### src/sv/fwhc_pkg.sv
package fwhc_pkg;

  localparam logic [31:0] HDR_LEN      = 32'h0000_0018;
  localparam logic [15:0] FLAGS_RESET  = 16'h0002;
  localparam logic [31:0] ADDR_RESET   = 32'h8004_0000;
  localparam logic [15:0] FOLD_MOD     = 16'hffff;
  localparam int          CFG_IDX_W    = 2;
  localparam int          CFG_DATA_W   = 32;
  localparam int          HDR_SUM_W    = 19;

  typedef enum logic [CFG_IDX_W-1:0] {
    CFG_FLAGS = 2'd0,
    CFG_LOAD  = 2'd1,
    CFG_ENTRY = 2'd2
  } cfg_idx_t;

  function automatic logic [15:0] swap_half(input logic [15:0] h);
    return {h[7:0], h[15:8]};
  endfunction

  // Sum of a big-endian word's two halves, each read as little-endian.
  function automatic logic [16:0] be_halves(input logic [31:0] v);
    return {1'b0, swap_half(v[31:16])} + {1'b0, swap_half(v[15:0])};
  endfunction

endpackage

### src/sv/fwhc_in_if.sv
interface fwhc_in_if;
  logic       valid;
  logic       ready;
  logic [7:0] data_byte;
  logic       byte_present;
  logic       last_item;

  modport source (output valid, output data_byte, output byte_present, output last_item,
                  input ready);
  modport sink (input valid, input data_byte, input byte_present, input last_item,
                output ready);
endinterface

### src/sv/fwhc_out_if.sv
interface fwhc_out_if;
  logic        valid;
  logic        ready;
  logic [15:0] header_checksum;
  logic [31:0] encoded_flags;
  logic [31:0] total_length;

  modport source (output valid, output header_checksum, output encoded_flags,
                  output total_length, input ready);
  modport sink (input valid, input header_checksum, input encoded_flags,
                input total_length, output ready);
endinterface

### src/sv/firmware_block_header_checksum.sv
// Firmware block header checksum.
// The input channel carries one request per payload byte of a block. A request
// with last_item set closes the block; it may carry a final byte or, with
// byte_present low, none at all, which also covers an empty block. Requests with
// neither a byte nor the last mark are absorbed without effect.
// Each closing request yields one request on the output channel with the header
// checksum, the encoded flags word and the total length, after which the word
// sum and byte count start over for the next block.
// Throughput is one request per cycle while no closing request waits for the result
// stages. A result passes through the input register, sum stage, header add stage and
// the output register holding the complemented fold of the sum.
// When the receiver stalls, data requests keep flowing in; only a closing request,
// and the requests behind it, wait once the three result stages are all occupied.
// The configuration port writes flags, load address and entry point; the user must use it
// only while no block is in flight, since the block itself does not enforce this.
// Reset clears the word sum, byte count and all stage valids and restores the register defaults.
module firmware_block_header_checksum (
  input  logic                                clk,
  input  logic                                rst_n,
  fwhc_in_if.sink                             in_ch,
  fwhc_out_if.source                          out_ch,
  input  logic                                cfg_we,
  input  logic [fwhc_pkg::CFG_IDX_W-1:0]      cfg_index,
  input  logic [fwhc_pkg::CFG_DATA_W-1:0]     cfg_wdata
);
  import fwhc_pkg::*;

  logic [15:0] flags_r;
  logic [31:0] load_r;
  logic [31:0] entry_r;

  logic        in_v_r;
  logic [7:0]  in_byte_r;
  logic        in_pres_r;
  logic        in_last_r;

  logic [31:0] word_sum_r;
  logic [31:0] byte_count_r;
  logic [7:0]  held_r;
  logic        odd_r;

  logic                 s1_v_r;
  logic [31:0]          s1_sum_r;
  logic [31:0]          s1_total_r;
  logic [HDR_SUM_W-1:0] s1_hdr_r;
  logic [15:0]          s1_flags_r;

  logic        s2_v_r;
  logic [31:0] s2_sum_r;
  logic [31:0] s2_total_r;
  logic [15:0] s2_flags_r;

  logic        out_v_r;
  logic [15:0] out_ck_r;
  logic [31:0] out_flags_r;
  logic [31:0] out_total_r;

  logic        o_free;
  logic        s2_free;
  logic        s1_free;
  logic        in_consume;
  logic        in_take;
  logic        s1_load;

  logic [15:0]          addend;
  logic [31:0]          ws_add;
  logic [31:0]          cnt_inc;
  logic [HDR_SUM_W-1:0] hdr_sum;
  logic [31:0]          s2_sum_nxt;
  logic [15:0]          ck_nxt;

  assign o_free     = !out_v_r || out_ch.ready;
  assign s2_free    = !s2_v_r || o_free;
  assign s1_free    = !s1_v_r || s2_free;
  assign in_consume = in_v_r && (!in_last_r || s1_free);
  assign in_ch.ready = !in_v_r || in_consume;
  assign in_take    = in_ch.valid && in_ch.ready;
  assign s1_load    = in_consume && in_last_r;

  always_comb begin
    addend = 16'h0000;
    if (in_pres_r && odd_r) begin
      addend = {in_byte_r, held_r};
    end else if (in_last_r) begin
      if (in_pres_r) begin
        addend = {8'h00, in_byte_r};
      end else if (odd_r) begin
        addend = {8'h00, held_r};
      end
    end
  end

  assign ws_add  = word_sum_r + {16'h0000, addend};
  assign cnt_inc = byte_count_r + {31'b0, in_pres_r};
  assign hdr_sum = HDR_SUM_W'(be_halves(load_r)) + HDR_SUM_W'(be_halves(entry_r))
                 + HDR_SUM_W'(be_halves(HDR_LEN));

  assign s2_sum_nxt = s1_sum_r + {15'b0, be_halves(s1_total_r)}
                    + {{(32-HDR_SUM_W){1'b0}}, s1_hdr_r};

  fwhc_fold u_fold (
    .sum      (s2_sum_r),
    .checksum (ck_nxt)
  );

  always_ff @(posedge clk) begin
    if (!rst_n) begin
      flags_r <= FLAGS_RESET;
      load_r  <= ADDR_RESET;
      entry_r <= ADDR_RESET;
    end else if (cfg_we) begin
      unique case (cfg_idx_t'(cfg_index))
        CFG_FLAGS: flags_r <= cfg_wdata[15:0];
        CFG_LOAD:  load_r  <= cfg_wdata;
        CFG_ENTRY: entry_r <= cfg_wdata;
        default: ;
      endcase
    end
  end

  always_ff @(posedge clk) begin
    if (!rst_n) begin
      in_v_r       <= 1'b0;
      word_sum_r   <= '0;
      byte_count_r <= '0;
      held_r       <= '0;
      odd_r        <= 1'b0;
      s1_v_r       <= 1'b0;
      s2_v_r       <= 1'b0;
      out_v_r      <= 1'b0;
    end else begin
      if (in_ch.ready) begin
        in_v_r <= in_ch.valid;
      end
      if (in_consume) begin
        if (in_last_r) begin
          word_sum_r   <= '0;
          byte_count_r <= '0;
          held_r       <= '0;
          odd_r        <= 1'b0;
        end else if (in_pres_r) begin
          word_sum_r   <= ws_add;
          byte_count_r <= cnt_inc;
          held_r       <= odd_r ? 8'h00 : in_byte_r;
          odd_r        <= !odd_r;
        end
      end
      if (s1_free) begin
        s1_v_r <= s1_load;
      end
      if (s2_free) begin
        s2_v_r <= s1_v_r;
      end
      if (o_free) begin
        out_v_r <= s2_v_r;
      end
    end
  end

  always_ff @(posedge clk) begin
    if (in_take) begin
      in_byte_r <= in_ch.data_byte;
      in_pres_r <= in_ch.byte_present;
      in_last_r <= in_ch.last_item;
    end
    if (s1_load && s1_free) begin
      s1_sum_r   <= ws_add;
      s1_total_r <= cnt_inc + HDR_LEN;
      s1_hdr_r   <= hdr_sum;
      s1_flags_r <= flags_r;
    end
    if (s1_v_r && s2_free) begin
      s2_sum_r   <= s2_sum_nxt;
      s2_total_r <= s1_total_r;
      s2_flags_r <= s1_flags_r;
    end
    if (s2_v_r && o_free) begin
      out_ck_r    <= ck_nxt;
      out_flags_r <= {s2_flags_r, ~s2_flags_r};
      out_total_r <= s2_total_r;
    end
  end

  assign out_ch.valid           = out_v_r;
  assign out_ch.header_checksum = out_ck_r;
  assign out_ch.encoded_flags   = out_flags_r;
  assign out_ch.total_length    = out_total_r;

  a_block_restart: assert property (@(posedge clk) disable iff (!rst_n)
    (in_consume && in_last_r) |=> (!odd_r && byte_count_r == 32'h0 && word_sum_r == 32'h0))
    else $error("block state not cleared after closing request");

  a_flags_complement: assert property (@(posedge clk) disable iff (!rst_n)
    out_v_r |-> (out_flags_r[31:16] == ~out_flags_r[15:0]))
    else $error("encoded flags halves are not complements");

  a_ck_nonzero: assert property (@(posedge clk) disable iff (!rst_n)
    out_v_r |-> (out_ck_r != 16'h0000))
    else $error("folded checksum out of range");

  a_no_drop: assert property (@(posedge clk) disable iff (!rst_n)
    (s1_v_r && !s2_free) |=> s1_v_r)
    else $error("sum stage lost a result while blocked");

endmodule

### src/sv/fwhc_fold.sv
module fwhc_fold (
  input  logic [31:0] sum,
  output logic [15:0] checksum
);
  import fwhc_pkg::*;

  logic [16:0] fold1;
  logic [15:0] fold2;
  logic [15:0] rem;

  // Since 2^16 is one more than the modulus, the high half folds onto the low half.
  assign fold1    = {1'b0, sum[31:16]} + {1'b0, sum[15:0]};
  assign fold2    = fold1[15:0] + {15'b0, fold1[16]};
  assign rem      = (fold2 == FOLD_MOD) ? 16'h0000 : fold2;
  assign checksum = FOLD_MOD ^ rem;

endmodule
### src/flat_wrapper.sv
// flat-port wrapper written by rule: the top's interface ports become plain ports
module firmware_block_header_checksum_flat import fwhc_pkg::*;
  (clk, rst_n, cfg_we, cfg_index, cfg_wdata, in_ch_valid, in_ch_data_byte, in_ch_byte_present, in_ch_last_item, in_ch_ready, out_ch_valid, out_ch_header_checksum, out_ch_encoded_flags, out_ch_total_length, out_ch_ready);
  fwhc_in_if in_ch_i ();
  fwhc_out_if out_ch_i ();
  input  logic clk;
  input  logic rst_n;
  input  logic cfg_we;
  input  logic [fwhc_pkg::CFG_IDX_W-1:0] cfg_index;
  input  logic [fwhc_pkg::CFG_DATA_W-1:0] cfg_wdata;
  input wire logic [$bits(in_ch_i.valid)-1:0] in_ch_valid;
  input wire logic [$bits(in_ch_i.data_byte)-1:0] in_ch_data_byte;
  input wire logic [$bits(in_ch_i.byte_present)-1:0] in_ch_byte_present;
  input wire logic [$bits(in_ch_i.last_item)-1:0] in_ch_last_item;
  output wire logic [$bits(in_ch_i.ready)-1:0] in_ch_ready;
  output wire logic [$bits(out_ch_i.valid)-1:0] out_ch_valid;
  output wire logic [$bits(out_ch_i.header_checksum)-1:0] out_ch_header_checksum;
  output wire logic [$bits(out_ch_i.encoded_flags)-1:0] out_ch_encoded_flags;
  output wire logic [$bits(out_ch_i.total_length)-1:0] out_ch_total_length;
  input wire logic [$bits(out_ch_i.ready)-1:0] out_ch_ready;
  assign in_ch_i.valid = in_ch_valid;
  assign in_ch_i.data_byte = in_ch_data_byte;
  assign in_ch_i.byte_present = in_ch_byte_present;
  assign in_ch_i.last_item = in_ch_last_item;
  assign in_ch_ready = in_ch_i.ready;
  assign out_ch_valid = out_ch_i.valid;
  assign out_ch_header_checksum = out_ch_i.header_checksum;
  assign out_ch_encoded_flags = out_ch_i.encoded_flags;
  assign out_ch_total_length = out_ch_i.total_length;
  assign out_ch_i.ready = out_ch_ready;
  firmware_block_header_checksum u_core (.clk(clk), .rst_n(rst_n), .in_ch(in_ch_i), .out_ch(out_ch_i), .cfg_we(cfg_we), .cfg_index(cfg_index), .cfg_wdata(cfg_wdata));
endmodule
### config.mk
export PLATFORM = sky130hd
export DESIGN_NAME = firmware_block_header_checksum_flat
export DESIGN_NICKNAME = d
export VERILOG_FILES = /design/src/sv/fwhc_pkg.sv /design/src/sv/fwhc_in_if.sv /design/src/sv/fwhc_out_if.sv /design/src/sv/firmware_block_header_checksum.sv /design/src/sv/fwhc_fold.sv /design/src/flat_wrapper.sv
export SDC_FILE = /design/constraint.sdc
export NUM_CORES = 1
export LEC_CHECK = 0
export ABC_AREA = 1
export BUFFER_PORTS_ARGS = -buffer_cell sky130_fd_sc_hd__buf_2
export CAP_MARGIN = 5
export CORE_ASPECT_RATIO = 0.6
export CORE_MARGIN = 2
export CORE_UTILIZATION = 66
export CTS_CLUSTER_SIZE = 14
export DETAILED_ROUTE_END_ITERATION = 7
export GPL_ROUTABILITY_DRIVEN = 0
export PLACE_DENSITY_LB_ADDON = 0.2
export SYNTH_ARGS = -nofsm -noshare
export SYNTH_HDL_FRONTEND = slang
export SYNTH_SLANG_ARGS = --single-unit
### constraint.sdc
create_clock -name clk -period 16.6 [get_ports clk]
set_input_delay 4.15 -clock clk [delete_from_list [all_inputs] [get_ports clk]]
set_output_delay 4.15 -clock clk [all_outputs]
set_load 0.02 [all_outputs]
# == After elaboration in Yosys (flattened, before gate mapping) ==
# Index checks and enable logic that the tools add are counted.
# W data, S select, Z words.
# word_totals
mem_count,0
latch_bits,0
output_inout_bits,82
ff_bits,426
ramBits,0
romBits,0
# op_classes
n_div,0
bitwise,2
n_lt_le_gt_ge,0
addsub,12
multipliers,0
n_reduce_logical,24
n_mux,14
n_shift,0
n_eq_ne,3
# op_table
operator,n
$mux W32,4
$add A16 B16 Y17,4
$mux W16,4
$add A32 B1 Y32,1
$add A32 B16 Y32,1
$add A32 B17 Y32,1
$add A32 B19 Y32,1
$add A32 B5 Y32 const B,1
$mux W8,4
$not A16 Y16,2
$add A19 B13 Y19 const B,1
$add A17 B17 Y18,1
$add A16 B1 Y16,1
$eq A16 B16 Y1 const B,1
$reduce_and A2 Y1,4
$logic_and A1 B1 Y1,7
$logic_not A1 Y1,6
$logic_or A1 B1 Y1,5
$eq A2 B1 Y1 const B,1
$eq A2 B2 Y1 const B,1
$logic_not A2 Y1,1
$mux W1,2
$reduce_bool A2 Y1,1

# == Depth between registers and ports, before layout ==
# logic_depth
depth_word,8
ltp_mapped,28
mapped_depth_nobuf,27

# == Hierarchy ==
# A second synthesis with hierarchy kept.
# unflattened
hier_cells,2643
hier_area_um2,23369.9
# by_module_without_submodules
module,seq_area_each_um2,area_per_inst_um2,instances,cells_each
firmware_block_header_checksum,11220.8,21627.0,1,2298
fwhc_fold,0.0,1742.9,1,345

# == Worst setup path before layout ==
# OpenSTA, ideal clock, no wires.
# synth_path
path_kind,input port to output port
start,input port out_ch_ready
end,output port in_ch_ready
t_arrival_ps,4825
required_time_ps,12450
setup_slack_ps,7625
path_buffers,0
path_stages,8
path_cell_list,nor2_1 -> inv_1 -> nor2_1 -> inv_1 -> nor2_1 -> inv_1 -> nor2_1 -> inv_1
# synth_between
elab_chain_len,6
# synth_rtl
item,line,rtl
from (decl),flat_wrapper.sv:20,input wire logic [$bits(out_ch_i.ready)-1:0] out_ch_ready;
$logic_or A1 B1 Y1,firmware_block_header_checksum.sv:72,assign o_free = !out_v_r || out_ch.ready;
$logic_or A1 B1 Y1,firmware_block_header_checksum.sv:73,assign s2_free = !s2_v_r || o_free;
$logic_or A1 B1 Y1,firmware_block_header_checksum.sv:74,assign s1_free = !s1_v_r || s2_free;
$logic_or A1 B1 Y1,firmware_block_header_checksum.sv:75,assign in_consume = in_v_r && (!in_last_r || s1_free);
$logic_and A1 B1 Y1,firmware_block_header_checksum.sv:75,
$logic_or A1 B1 Y1,firmware_block_header_checksum.sv:76,assign in_ch.ready = !in_v_r || in_consume;
to (decl),flat_wrapper.sv:15,output wire logic [$bits(in_ch_i.ready)-1:0] in_ch_ready;
# No other way between the ends.

# == Worst setup path in the final report ==
# Ends and elaborated chain as after synthesis.

==> results.py <==
metrics = {
    "outcome": {
        "outcome": "finished, violations left",
        "violations": "DRC",
    },
    "critical_path": {
        "crit_required_ns": 12.45,
        "cp-start-kind": "primary input",
        "worstPathArrival_ns": 5.46,
        "critPathBufInv": 6,
        "r2r_end": "u_core.out_ch.header_checksum[14]",
        "slowest_delay_ns": 0.24,
        "path_cells": "buf_2 > nor2_1 > inv_1 > nor2_1 > inv_1 > nor2_1 > inv_1 > nor2_1 > inv_1 > buf_2",
        "crit_family": "buffers and inverters",
        "crit_type": "in2out",
        "endpoint_kind": "output pin",
        "cpMaxStageDelayCell": "nor2_1",
        "r2r_start": "u_core.s2_sum_r[0]",
        "reg2reg_slack_ns": 12.43,
        "ff2ff_path_depth": 25,
        "critPathMaxFanout": 4,
    },
    "drt": {
        "routed_wl_mm": 52.94,
        "drtIter0Drc": 2160,
        "drcViolationCount": 43,
        "firstDrtPassIters": 8,
        "ant_nets": 0,
        "wire_per_inst_um": 17.82,
        "vias_per_cell": 5.702,
        "dr_total_vias": 16930,
    },
    "yosys": {
        "synthFlopType": "edfxtp_1",
        "synth_cell_type_count": 46,
        "synth-simple-area-share_pct": 17.52,
        "avgSynthCellArea_um2": 9.335,
        "synth_seq_area_share_pct": 51.13,
        "synth_area_leaders": "edfxtp_1 (37%), dfxtp_1 (14%), nand2_1 (8.1%), inv_1 (6.1%), fa_1 (6.0%)",
        "synthArstFlopShare_pct": 0,
        "synth_top_family_by_area": "simple AND/OR/NAND/NOR gates",
        "synth_area_mm2": 0.02195,
        "syn_inst": 2351,
        "synth_xor_area_share_pct": 4.789,
        "syn-num-nets": 2549,
        "synth.most_common_cell": "nand2_1",
        "yosys_warnings": 0,
        "synthMuxAreaShare_pct": 0,
        "ys_ff_latch": 426,
        "synth_fa_ha_area_share_pct": 10.75,
        "synthTopCellsByCount": "nand2_1 (471), inv_1 (354), edfxtp_1 (269)",
        "synth_top_area_share_pct": 36.81,
        "synth_enable_flop_cells": 269,
        "synth_compound_area_share_pct": 8.762,
        "yosysTopAreaCell": "edfxtp_1",
    },
    "timing": {
        "fmax_mhz": 104.0,
        "period_share_pct": 57.92,
        "drv_slew": 0,
        "setup_viol": 0,
        "fin_skew_ns": 0.01828,
        "tns_ns": 0,
        "rsz0062_at_grt": "false",
        "hold_viol": 0,
        "setup_ws_ns": 6.985,
        "fin_crit_ns": 9.615,
        "worst_pin_slew_ns": 1.237,
        "holdWs_ns": 0.4172,
        "max_slew_margin_pct": 17.40,
    },
    "clock_network": {
        "ctsHoldBuffers": 0,
        "cts_tree": "yes",
        "cts_htree_levels": 2,
        "cts_setup_buffers": 0,
        "cts-root-buf": "clkbuf_16",
        "clkLatencyLatePin_ns": 0.57,
        "clkSinkCount": 426,
        "cts_resized": 0,
        "cts_buffers": 40,
        "path_clk_slew_ns": 0.06,
        "cts_buffer_depth": 3,
    },
    "global_route": {
        "grt-ovfl-total": 0,
        "grt_max_degree": 82,
        "grt_pass1_wl_mm": 82.58,
        "antenna_found_initial": 6,
        "track_usage_pct": 30.57,
        "grt_pass1_vias": 15560,
    },
    "floorplan": {
        "num_rows": 51,
        "core-area_mm2": 0.03261,
        "initial_core_util_pct": 67.31,
        "die_area_mm2": 0.03478,
        "die_w_um": 239.4,
        "io_pins": 131,
        "die_h_um": 145.3,
    },
    "worst_hold_path": {
        "hold_depth": 0,
        "min_from": "u_core.s1_flags_r[3]",
        "hp-class": "reg2reg",
        "holdPathEnd": "u_core.s2_flags_r[3]",
    },
    "place": {
        "hpwlAfterDp_mm": 40.04,
        "dp.cells": 2894,
        "port_buffers": 130,
        "place_ws_ns": 6.983,
    },
    "finish": {
        "syn_to_final_growth_pct": 10.68,
        "layout.nets": 2684,
        "instances_no_fill": 2970,
        "final_util_pct": 74.49,
        "drive_above_1_share_pct": 10.29,
    },
    "job": {
        "maxCapViolCount": 0,
    },
    "power": {
        "power_density_mw_per_mm2": 98.60,
        "ir_worst_vdd_v": 0.00009699,
        "p_leak_uw": 0.01013,
    },
}
-- sequential cells by signal, summed over array words and instances, names as in the netlist --
| signal | count |
|---|---|
| u_core.flags_r | 16 |
| u_core.s1_v_r | 1 |
| u_core.byte_count_r | 32 |
| u_core.entry_r | 32 |
| u_core.out_ch.header_checksum | 16 |
| u_core.out_ch.total_length | 32 |
| u_core.held_r | 8 |
| u_core.in_byte_r | 8 |
| u_core.s2_v_r | 1 |
| u_core.s1_sum_r | 32 |
| u_core.out_ch.valid | 1 |
| u_core.s2_sum_r | 32 |
| u_core.in_v_r | 1 |
| u_core.in_pres_r | 1 |
| u_core.odd_r | 1 |
| u_core.s1_hdr_r | 19 |
| u_core.s1_total_r | 32 |
| u_core.in_last_r | 1 |
| u_core.word_sum_r | 32 |
| u_core.s2_total_r | 32 |
| u_core.s2_flags_r | 16 |
| u_core.s1_flags_r | 16 |
| u_core.load_r | 32 |
| u_core.out_ch.encoded_flags | 32 |
-- worst max-delay path by stage --
stage | startpoint | slack [ns] | depth (start not counted) | to
final | out_ch_ready | 6.99 | 10 | in_ch_ready
after CTS | out_ch_ready | 6.97 | 10 | in_ch_ready
after global routing | out_ch_ready | 6.84 | 10 | in_ch_ready
after global placement | out_ch_ready | 7.02 | 10 | in_ch_ready
after detailed placement | out_ch_ready | 6.98 | 10 | in_ch_ready
after floorplan | out_ch_ready | 7.62 | 8 | in_ch_ready
-- cells in the final DEF, fill, tap and decap left out, types with 11 or more instances in the layout --
cell       synthesis  routed
nand2_2           11      11
fa_1              66      66
xor2_1            88      88
nor2_1           203     202
clkbuf_16          0      40
edfxtp_1         269     269
nor3_1            30      30
nand2_1          471     471
or2_2             12      12
buf_2              0     130
dfxtp_1          157     157
xnor2_1           27      27
a21oi_1          201     201
clkbuf_1          46      11
nand4_1           24      24
inv_1            354     352
ha_1              83      83
o21ai_0          105     105
nand3_1           95      95
-- cell type report --
| cell class | count | area (um^2) |
|---|---|---|
| inverter | 364 | 1368 |
| sequential | 426 | 11220 |
| tap | 450 | 563.0 |
| timing repair buffer | 140 | 725.7 |
| fill | 2293 | 8317 |
| clock buffer | 53 | 1070 |
| antenna | 4 | 10.01 |
| multi-input combinational | 1514 | 9188 |
| clock inverter | 19 | 146.4 |
-- through the flow --
stage	cell area (um^2)	power, uW
3_5_place_dp	23060	1543
3_3_place_gp	23060	1526
4_1_cts	24280	2396
5_1_grt	24280	2484
2_1_floorplan	21950	1443
6_report	24290	2395
-- layer usage --
layer,share of wire [%],wire [um],GRT usage [%],up-vias
li1,-,-,-,7965
met1,44,23540,48.00,7921
met2,40,21220,42.30,909
met3,13,6946,8.105,135
met4,2.2,1171,6.438,4
met5,0.12,63,1.154,-
-- power by group --
| part | internal [uW] | total [uW] | switching [uW] | leakage, uW |
|---|---|---|---|---|
| Sequential | 1170 | 1180 | 13.9 | 0.00374 |
| Clock | 461 | 862 | 401 | 0.000600 |
| Combinational | 120 | 353 | 233 | 0.00579 |
-- logic make-up (layout without fill, tap and decap cells) --
group	after synthesis	count (layout)
and+or+nand+nor	891	891
xor gates and xnor gates	117	117
buffers and inverters	411	576
other	0	4
AOI/OAI and AO/OA	357	357
adders and majority gates	149	149
DFF	426	426
(Power assumes the default switching activity.)
